`config.mk`:
```
export PLATFORM = sky130hd
export DESIGN_NAME = krs_cell
export DESIGN_NICKNAME = d
export VERILOG_FILES = /design/src/sv/krs_pkg.sv /design/src/sv/krs_cell.sv
export SDC_FILE = /design/constraint.sdc
export NUM_CORES = 2
export LEC_CHECK = 0
export ABC_AREA = 1
export BUFFER_PORTS_ARGS = -buffer_cell sky130_fd_sc_hd__buf_4
export CAP_MARGIN = 20
export CORE_UTILIZATION = 35
export CTS_BUF_LIST = sky130_fd_sc_hd__clkbuf_4 sky130_fd_sc_hd__clkbuf_8
export DETAILED_ROUTE_END_ITERATION = 10
export PLACE_DENSITY_LB_ADDON = 0.2
export SLEW_MARGIN = 20
export SYNTH_ARGS = -nofsm -noshare
export SYNTH_HDL_FRONTEND = slang
export SYNTH_SLANG_ARGS = --single-unit
```
`constraint.sdc`:
```
create_clock -name clock -period 17.45 [get_ports clock]
set_input_delay 1.745 -clock clock [delete_from_list [all_inputs] [get_ports clock]]
set_output_delay 1.745 -clock clock [all_outputs]
set_load 0.005 [all_outputs]
```
`src/sv/krs_pkg.sv`:
```
// ----------------------------------------------------------------------------
// krs_pkg: shared definitions for keypoint radius suppression
// Widths, channel payload types, cell control codes and controller states.
// ----------------------------------------------------------------------------
`default_nettype none

package krs_pkg;

   // Store depth and response precision.
   localparam int MAX_POINTS    = 64;
   localparam int RESPONSE_BITS = 16;

   // Fixed field widths of the channels and registers.
   localparam int POS_W       = 12;
   localparam int LVL_W       = 2;
   localparam int RESP_IN_W   = 16;
   localparam int OUT_IDX_W   = 6;
   localparam int KEEP_W      = 7;
   localparam int RAD_W       = 13;
   localparam int CSR_IDX_W   = 1;
   localparam int CSR_DATA_W  = 13;

   // Derived widths.
   localparam int IDX_W   = $clog2(MAX_POINTS);
   localparam int CNT_W   = $clog2(MAX_POINTS + 1);
   localparam int KSTEP_W = $clog2(MAX_POINTS + 2);
   localparam int COORD_W = POS_W + (1 << LVL_W) - 1;
   localparam int DIFF_W  = COORD_W + 1;
   localparam int SQ_W    = 2 * COORD_W;
   localparam int DIST_W  = SQ_W + 1;
   localparam int KILL_W  = DIST_W + 1;
   localparam int RR_W    = 2 * (RAD_W - 1) + 1;
   localparam int PROD_W  = RESPONSE_BITS + 4;
   localparam int CMP_W   = (CNT_W > KEEP_W) ? CNT_W + 1 : KEEP_W + 1;

   // Register indexes of the configuration port.
   localparam logic [CSR_IDX_W-1:0] CSR_KEEP_COUNT   = 1'b0;
   localparam logic [CSR_IDX_W-1:0] CSR_RADIUS_LIMIT = 1'b1;

   // Reset values of the configuration registers.
   localparam logic [KEEP_W-1:0] KEEP_COUNT_RST   = 7'd16;
   localparam logic [RAD_W-1:0]  RADIUS_LIMIT_RST = 13'd512;

   // One stored keypoint.
   typedef struct packed {
      logic [POS_W-1:0]         x;
      logic [POS_W-1:0]         y;
      logic [LVL_W-1:0]         lvl;
      logic [RESPONSE_BITS-1:0] resp;
   } point_type;

   // A keypoint travelling around the ring of cells.
   typedef struct packed {
      logic      valid;
      point_type pt;
   } trav_type;

   // A radius probe travelling down the chain, counting survivors.
   typedef struct packed {
      logic             valid;
      logic             last;
      logic [RR_W-1:0]  rr;
      logic [CNT_W-1:0] cnt;
   } srch_type;

   // Operations broadcast to every cell.
   typedef enum logic [2:0] {
      OP_NONE,
      OP_START,
      OP_ROTATE,
      OP_SEARCH,
      OP_KEEP_ALL,
      OP_KEEP_NONE,
      OP_KEEP_RR,
      OP_SHIFT
   } cell_op_type;

   // Control group from the sequencer to the cells.
   typedef struct packed {
      cell_op_type      op;
      logic             load_en;
      logic [IDX_W-1:0] load_idx;
      point_type        load_pt;
      logic [RR_W-1:0]  sel_rr;
   } cell_ctrl_type;

   // Sequencer states.
   typedef enum logic [2:0] {
      ST_LOAD,
      ST_KILL,
      ST_SEARCH,
      ST_MARK,
      ST_EMIT
   } state_type;

endpackage

`default_nettype wire

```
`src/sv/krs_cell.sv`:
```
// ----------------------------------------------------------------------------
// krs_cell: one keypoint cell of the suppression chain
// Holds one keypoint, finds its suppression distance against the points that
// rotate past it, counts itself into radius probes and keeps its flag.
// ----------------------------------------------------------------------------
`default_nettype none

module krs_cell (
   input  wire                          clock,
   input  wire                          reset,
   input  wire [krs_pkg::IDX_W-1:0]     cell_id,
   input  krs_pkg::cell_ctrl_type       ctrl,
   input  krs_pkg::trav_type            trav_in,
   output krs_pkg::trav_type            trav_out,
   input  krs_pkg::srch_type            srch_in,
   output krs_pkg::srch_type            srch_out,
   input  wire                          keep_in,
   output logic                         keep_out
);
   import krs_pkg::*;

   point_type          own_ff, own_in;
   logic               pv_ff, pv_in;
   trav_type           trav_ff, trav_in_nx;
   logic               s1_valid_ff, s1_valid_in;
   logic               s1_nb_ff, s1_nb_in;
   logic [SQ_W-1:0]    s1_sqx_ff, s1_sqx_in;
   logic [SQ_W-1:0]    s1_sqy_ff, s1_sqy_in;
   logic [KILL_W-1:0]  kill_ff, kill_in;
   srch_type           srch_ff, srch_in_nx;
   logic               keep_ff, keep_in_nx;

   logic [COORD_W-1:0]       ax, ay, bx, by;
   logic signed [DIFF_W-1:0] dx, dy;
   logic signed [2*DIFF_W-1:0] px, py;
   logic [PROD_W-1:0]        ten_own, nine_oth;
   logic [DIST_W-1:0]        pair_dist;

   // Real coordinates, differences and squares against the passing point.
   always_comb begin
      ax = COORD_W'(own_ff.x) << own_ff.lvl;
      ay = COORD_W'(own_ff.y) << own_ff.lvl;
      bx = COORD_W'(trav_ff.pt.x) << trav_ff.pt.lvl;
      by = COORD_W'(trav_ff.pt.y) << trav_ff.pt.lvl;
      dx = $signed({1'b0, ax}) - $signed({1'b0, bx});
      dy = $signed({1'b0, ay}) - $signed({1'b0, by});
      px = dx * dx;
      py = dy * dy;
      s1_sqx_in = SQ_W'(px);
      s1_sqy_in = SQ_W'(py);
      ten_own   = PROD_W'(own_ff.resp) * PROD_W'(10);
      nine_oth  = PROD_W'(trav_ff.pt.resp) * PROD_W'(9);
      s1_nb_in  = !(ten_own > nine_oth);
      s1_valid_in = (ctrl.op == OP_ROTATE) && trav_ff.valid && pv_ff;
      pair_dist = DIST_W'(s1_sqx_ff) + DIST_W'(s1_sqy_ff);
   end

   // Next state of the cell.
   always_comb begin
      own_in     = own_ff;
      pv_in      = pv_ff;
      trav_in_nx = trav_ff;
      kill_in    = kill_ff;
      srch_in_nx = srch_ff;
      keep_in_nx = keep_ff;

      // Loading; the first point of a set retires all others.
      if (ctrl.load_en) begin
         if (ctrl.load_idx == cell_id) begin
            own_in = ctrl.load_pt;
            pv_in  = 1'b1;
         end else if (ctrl.load_idx == '0) begin
            pv_in = 1'b0;
         end
      end

      // The nearest point that this one does not beat.
      if (s1_valid_ff && s1_nb_ff && (KILL_W'(pair_dist) < kill_ff)) begin
         kill_in = KILL_W'(pair_dist);
      end

      case (ctrl.op)
         OP_START: begin
            trav_in_nx.valid = pv_ff;
            trav_in_nx.pt    = own_ff;
            kill_in          = '1;
            srch_in_nx.valid = 1'b0;
         end
         OP_ROTATE: begin
            trav_in_nx = trav_in;
         end
         OP_SEARCH: begin
            srch_in_nx = srch_in;
            if (pv_ff && (KILL_W'(srch_in.rr) <= kill_ff)) begin
               srch_in_nx.cnt = srch_in.cnt + CNT_W'(1);
            end
         end
         OP_KEEP_ALL: begin
            keep_in_nx = pv_ff;
         end
         OP_KEEP_NONE: begin
            keep_in_nx = 1'b0;
         end
         OP_KEEP_RR: begin
            keep_in_nx = pv_ff && (KILL_W'(ctrl.sel_rr) <= kill_ff);
         end
         OP_SHIFT: begin
            keep_in_nx = keep_in;
         end
         default: begin
         end
      endcase
   end

   // Cell registers; only the control bits are reset.
   always_ff @(posedge clock) begin
      own_ff       <= own_in;
      trav_ff.pt   <= trav_in_nx.pt;
      s1_nb_ff     <= s1_nb_in;
      s1_sqx_ff    <= s1_sqx_in;
      s1_sqy_ff    <= s1_sqy_in;
      kill_ff      <= kill_in;
      srch_ff.last <= srch_in_nx.last;
      srch_ff.rr   <= srch_in_nx.rr;
      srch_ff.cnt  <= srch_in_nx.cnt;
      if (reset) begin
         pv_ff         <= 1'b0;
         trav_ff.valid <= 1'b0;
         s1_valid_ff   <= 1'b0;
         srch_ff.valid <= 1'b0;
         keep_ff       <= 1'b0;
      end else begin
         pv_ff         <= pv_in;
         trav_ff.valid <= trav_in_nx.valid;
         s1_valid_ff   <= s1_valid_in;
         srch_ff.valid <= srch_in_nx.valid;
         keep_ff       <= keep_in_nx;
      end
   end

   assign trav_out = trav_ff;
   assign srch_out = srch_ff;
   assign keep_out = keep_ff;

endmodule

`default_nettype wire

```
# Yosys cells after proc, flatten, opt, wreduce, memory -nomap -nowiden
# Index checks and enable logic that the tools add are counted.
[totals] ff_bits=215 input_bits=163 out_inout_bits=78 elab_cells=64
[classes] add_sub_neg=4 n_mul=4 n_lt_le_gt_ge=4 eq_ne=8 shift=4 mux=6 n_reduce_logical=14
[ops] op="case mux 43 bit (2 select lines)" n=1
[ops] op="<= comparator 25 x 32 -> 1 bit" n=2
[ops] op="multiplier 16 x 16 -> 30 bit" n=2
[ops] op="left shift 12 x 2 -> 15 bit" n=4
[ops] op="< comparator 31 x 32 -> 1 bit" n=1
[ops] op="subtractor 15 x 15 -> 16 bit" n=2
[ops] op="adder 30 x 30 -> 31 bit" n=1
[ops] op="greater-than comparator 20 bit" n=1
[ops] op="multiplier 16 x 4 -> 20 bit, second input constant" n=1
[ops] op="multiplier 16 x 3 -> 19 bit, second input constant" n=1
[ops] op="== test 3 bit, second input constant" n=4
[ops] op="adder 7 x 1 -> 7 bit, second input constant" n=1
[ops] op="two-way mux 7 bit" n=1
[ops] op="== test 3 x 2 -> 1 bit, second input constant" n=2
[ops] op="== test 6 bit" n=1
[ops] op="logical AND 1 bit" n=6
[ops] op="logical NOT 6 bit" n=1
[ops] op="nonzero test 2 bit" n=3
[ops] op="case mux 1 bit (4 select lines)" n=1
[ops] op="AND reduction 2 bit" n=2
[ops] op="nonzero test 4 bit" n=1
[ops] op="== test 3 x 1 -> 1 bit, second input constant" n=1
[ops] op="two-way mux 1 bit" n=2
[ops] op="case mux 1 bit (2 select lines)" n=1
[ops] op="logical NOT 1 bit" n=1

# Depth between registers and ports, before layout
[logic_depth] word_depth=3 ltp_mapped=42 mapped_depth_nobuf=42

# Least setup slack after synthesis
# No wires, ideal clock.
[synth_timing] path_kind="register to register" start="reg own_ff[16] (netlist bit)" end="reg s1_sqx_ff[29]" setup_ps=112 arrival_ps=8097 required_time_ps=17338 setup_slack_ps=9241 stages_incl_launch_ff=35 n_path_buf=3 period_less_slack_ps=8209 cell_sequence="edfxtp_1 clkbuf_1 clkbuf_1 mux2i_1 o21ai_0 ha_1 a21oi_1 nand2_1 nand2_1 nand2_2 nand2_1 nand2_1 a21oi_2 inv_2 clkbuf_1 nor2_1 fa_1 fa_1 inv_1 fa_1 inv_1 fa_1 fa_1 inv_1 fa_1 inv_1 ha_1 inv_1 nor3_1 nand2_1 or2_2 nand3_1 inv_1 nand2_1 nand2_1"
[synth_via] elab_chain_len=3
[synth_rtl] element="from (decl)" line="krs_cell.sv:22" source="point_type own_ff, own_in;"
[synth_rtl] element="from (signal assigned)" line="krs_cell.sv:117" source="own_ff <= own_in;"
[synth_rtl] element="left shift 12 x 2 -> 15 bit" line="krs_cell.sv:41" source="ax = COORD_W'(own_ff.x) << own_ff.lvl;"
[synth_rtl] element="subtractor 15 x 15 -> 16 bit" line="krs_cell.sv:45" source="dx = $signed({1'b0, ax}) - $signed({1'b0, bx});"
[synth_rtl] element="multiplier 16 x 16 -> 30 bit" line="krs_cell.sv:47" source="px = dx * dx;"
[synth_rtl] element="net px[29]" line="krs_cell.sv:35" source="logic signed [2*DIFF_W-1:0] px, py;"
[synth_rtl] element="to (signal assigned)" line="krs_cell.sv:120" source="s1_sqx_ff <= s1_sqx_in;"
[synth_rtl] element="to (decl)" line="krs_cell.sv:27" source="logic [SQ_W-1:0] s1_sqx_ff, s1_sqx_in;"
# The timed path passes the listed nets, and every way through them passes these cells.
# A chain may end at the register's enable or synchronous reset.

# Worst setup path in the final report
[layout_timing] start="reg trav_ff (netlist bit trav_out[16])" end="reg s1_sqy_ff[29]"
[layout_via] elab_chain_len=3
[layout_rtl] element="from (decl)" line="krs_cell.sv:24" source="trav_type trav_ff, trav_in_nx;"
[layout_rtl] element="left shift 12 x 2 -> 15 bit" line="krs_cell.sv:44" source="by = COORD_W'(trav_ff.pt.y) << trav_ff.pt.lvl;"
[layout_rtl] element="subtractor 15 x 15 -> 16 bit" line="krs_cell.sv:46" source="dy = $signed({1'b0, ay}) - $signed({1'b0, by});"
[layout_rtl] element="multiplier 16 x 16 -> 30 bit" line="krs_cell.sv:48" source="py = dy * dy;"
[layout_rtl] element="net py[29]" line="krs_cell.sv:35"
[layout_rtl] element="to (signal assigned)" line="krs_cell.sv:121" source="s1_sqy_ff <= s1_sqy_in;"
[layout_rtl] element="to (decl)" line="krs_cell.sv:28" source="logic [SQ_W-1:0] s1_sqy_ff, s1_sqy_in;"
# The timed path passes the listed nets, and every way through them passes these cells.

==> impl_metrics.prom <==
# TYPE chip_impl_metric gauge
chip_impl_metric{name="drt_iter0_markers",unit=""} 1167
chip_impl_metric{name="dp_hpwl",unit="µm"} 71710
chip_impl_metric{name="grt_antenna_before_repair",unit=""} 1
chip_impl_metric{name="synth.yosys.seq_area_share",unit=""} 0.1701
chip_impl_metric{name="routed-via-count",unit=""} 24980
chip_impl_info{name="status",value="completed"} 1
chip_impl_metric{name="number_of_enable_type_register_cells_in_the_synthesized_netlist",unit=""} 117
chip_impl_metric{name="ff2ff_setup_slack",unit="ns"} 7.68
chip_impl_metric{name="critPathRequiredTime",unit="ns"} 17.96
chip_impl_metric{name="clock-skew-final",unit="ns"} 0.03866
chip_impl_metric{name="vias_per_cell",unit=""} 4.696
chip_impl_info{name="timing.critical_path.to",value="s1_sqy_ff[29]"} 1
chip_impl_metric{name="clock_sink_count",unit=""} 213
chip_impl_metric{name="worst_slew_margin_rel",unit=""} 0.3246
chip_impl_metric{name="final_setup_tns",unit="ns"} 0
chip_impl_metric{name="place.gp.congestion",unit=""} 0.9020
chip_impl_metric{name="asyncSetResetFlopFracSynth",unit=""} 0
chip_impl_info{name="clock_tree.root_cell",value="clkbuf_8"} 1
chip_impl_info{name="min-delay-path-class",value="reg -> reg"} 1
chip_impl_metric{name="die_area",unit="mm²"} 0.09252
chip_impl_metric{name="fp.dieW",unit="µm"} 304.2
chip_impl_metric{name="cts.clk_slew.worst_paths",unit="ns"} 0.05
chip_impl_info{name="endpoint_kind",value="register"} 1
chip_impl_metric{name="route.final.wire_length",unit="µm"} 84640
chip_impl_info{name="worst_path_max_delay_cell",value="edfxtp_1"} 1
chip_impl_info{name="cpMostUsedCell",value="fa_1"} 1
chip_impl_metric{name="timing.final.crit_period",unit="ns"} 9.770
chip_impl_metric{name="number_of_pins_exceeding_their_max_slew_limit_in_the_final_report",unit=""} 0
chip_impl_info{name="synth_top_flop_cell",value="edfxtp_1"} 1
chip_impl_metric{name="finalCritPeriodShare",unit=""} 0.5599
chip_impl_metric{name="regArea",unit="mm²"} 0.005435
chip_impl_metric{name="area_added_between_synthesis_and_finish",unit="%"} 12.71
chip_impl_metric{name="ys_types",unit=""} 54
chip_impl_metric{name="postSynthAreaPerCell",unit="µm²"} 8.249
chip_impl_metric{name="ys_ff_latch",unit=""} 213
chip_impl_info{name="post-synth-top-area-cell",value="fa_1"} 1
chip_impl_metric{name="report.final.setup_viol",unit=""} 0
chip_impl_metric{name="timing.max_cap.violations",unit=""} 0
chip_impl_metric{name="fmaxAchievable",unit="MHz"} 102.4
chip_impl_metric{name="largest_net_degree_at_the_start_of_global_routing",unit=""} 57
chip_impl_info{name="yosys.cell_count.top_type",value="inv_1"} 1
chip_impl_metric{name="drive_gt1_frac",unit=""} 0.09635
chip_impl_metric{name="synth_top_cell_area_share",unit=""} 0.2819
chip_impl_info{name="worst_hold_startpoint",value="kill_ff[2]"} 1
chip_impl_metric{name="global_route.overflow_total",unit=""} 0
chip_impl_metric{name="grt_pass1_vias",unit=""} 25960
chip_impl_metric{name="final_net_count",unit=""} 5094
chip_impl_metric{name="path_max_fanout",unit=""} 32
chip_impl_metric{name="rows",unit=""} 110
chip_impl_metric{name="insertion_delay",unit="ns"} 0.63
chip_impl_info{name="top_area_cells_in_the_synthesized_netlist",value="fa_1 (28%), ha_1 (15%), edfxtp_1 (11%)"} 1
chip_impl_info{name="startpoint",value="trav_out[16]"} 1
chip_impl_metric{name="timing.reg2reg.worst_path_depth",unit=""} 29
chip_impl_metric{name="cts.path.max_buffers",unit=""} 3
chip_impl_metric{name="multi_input_logic_area",unit="mm²"} 0.02302
chip_impl_metric{name="post_cts_hold_buffer_count",unit=""} 0
chip_impl_metric{name="timing.final.hold_violations",unit=""} 0
chip_impl_metric{name="worstMarginPinSlew",unit="ns"} 1.013
chip_impl_metric{name="drcViolationCount",unit=""} 0
chip_impl_info{name="setup.worst_path.start_class",value="register"} 1
chip_impl_metric{name="synth.yosys.warnings",unit=""} 0
chip_impl_metric{name="htree_num_levels",unit=""} 2
chip_impl_metric{name="port-buffer-count",unit=""} 240
chip_impl_metric{name="post_cts.resized_instances",unit=""} 0
chip_impl_metric{name="worst_path_max_stage_delay",unit="ns"} 1.01
chip_impl_metric{name="mappedNetlistArea",unit="mm²"} 0.03196
chip_impl_metric{name="critPathArrivalTime",unit="ns"} 10.28
chip_impl_info{name="crit_type",value="reg -> reg"} 1
chip_impl_metric{name="cts-buffers-inserted",unit=""} 43
chip_impl_metric{name="firstDrtPassIters",unit=""} 5
chip_impl_metric{name="coreArea",unit="mm²"} 0.09029
chip_impl_metric{name="postSynthCellCount",unit=""} 3874
chip_impl_metric{name="global_route_wire_length_before_repair",unit="µm"} 136200
chip_impl_metric{name="die_h",unit="µm"} 304.2
chip_impl_metric{name="total_nets_after_synthesis",unit=""} 4858
chip_impl_metric{name="ioPinCount",unit=""} 241
chip_impl_info{name="unrepaired_setup_endpoints_after_global_routing",value="false"} 1
chip_impl_info{name="timing.rr.end",value="s1_sqy_ff[29]"} 1
chip_impl_metric{name="filler_cell_count",unit=""} 9346
chip_impl_metric{name="postCtsSetupBuffers",unit=""} 0
chip_impl_metric{name="routedWlPerCell",unit="µm"} 15.91
chip_impl_info{name="critical_path.reg2reg.startpoint",value="trav_out[16]"} 1
chip_impl_info{name="synth_top_cells_by_count",value="inv_1 (842), nand2_1 (759), fa_1 (450)"} 1
chip_impl_metric{name="initial_core_util",unit=""} 0.3540
chip_impl_info{name="tritoncts",value="done"} 1
chip_impl_metric{name="antenna_violation_net_count_after_detailed_routing",unit=""} 0
chip_impl_metric{name="grt.total_usage",unit=""} 0.1852
layout by cell type, fill, tap and decap left out, drive strengths merged, types with 17 or more instances in the layout:
cell / synthesis / layout
nor3: 24 / 24
edfxtp: 117 / 117
o211ai: 17 / 17
xnor2: 48 / 48
nand3: 141 / 141
xor2: 101 / 101
nand4: 34 / 34
a21o: 26 / 26
inv: 866 / 868
o21ai: 141 / 141
mux2i: 20 / 20
ha: 371 / 371
a21oi: 196 / 196
nand2: 764 / 764
buf: 21 / 256
fa: 450 / 450
clkbuf: 44 / 64
dfxtp: 96 / 96
nor2: 316 / 316
worst min-delay path by stage:
stage	slack [ns]	cells past startpoint	endpoint
finish	0.47	2	kill_ff[2]
global route	0.48	2	kill_ff[16]
CTS	0.47	2	kill_ff[2]
detailed placement	0.46	2	kill_ff[2]
global placement	0.45	2	kill_ff[12]
floorplan	0.44	2	kill_ff[12]
layer usage:
layer  share of wire  routed length [µm]  GRT usage
met2            0.48               40610     0.3221
met4           0.016                1341    0.03541
met3           0.056                4719    0.03231
met1            0.45               37970     0.2407
met5               0                   0          0
per-stage QoR:
stage / hold WS (ns) / utilization / instance area, µm² / instances / setup slack (ns)
floorplan: 0.4418 / - / 31960 / 3874 / 9.241
global placement: 0.4529 / 0.3888 / 35100 / 5241 / 7.849
detailed placement: 0.4551 / 0.3888 / 35100 / 5241 / 7.620
CTS: 0.4715 / 0.3989 / 36010 / 5317 / 7.609
global route: 0.4844 / 0.3989 / 36020 / 5318 / 6.788
finish: 0.4657 / 0.3989 / 36020 / 5319 / 7.680
critical path: cells and delay by family (launching register included):
kind	cells	cell delay (ns)
buffers and inverters	8	1.61
adder cells (fa/ha/maj)	8	4.27
AO/OA/AOI/OAI	4	1.20
AND/OR/NAND/NOR	9	1.56
flip-flops	1	1.01
state kept, by name, summed over array words and instances, names as in the netlist:
name,flops
keep_out,1
kill_ff,32
own_ff,42
pv_ff,1
s1_nb_ff,1
s1_sqx_ff,29
s1_sqy_ff,29
s1_valid_ff,1
srch_out,34
trav_out,43
kinds of logic after synthesis:
logic type                 after synthesis  share of synthesized area
AOI/OAI and AO/OA                      426                    0.07470
xor gates and xnor gates               150                    0.04459
adders and majority gates              821                     0.4271
buffers and inverters                  933                     0.1102
DFF                                    213                     0.1701
muxes                                   21                   0.006616
and+or+nand+nor                       1310                     0.1667
area by class of cell:
class / instances / share of cell area
multi-input combinational: 2728 / 0.6390
sequential: 213 / 0.1509
inverter: 868 / 0.09045
timing repair buffer: 256 / 0.05336
tap: 1176 / 0.04085
clock buffer: 64 / 0.02254
clock inverter: 12 / 0.002744
antenna: 2 / 0.0001389
Power is left out: the tool's default activity adds up to more than one toggle a clock period on the data nets, which glitch-free logic cannot reach.
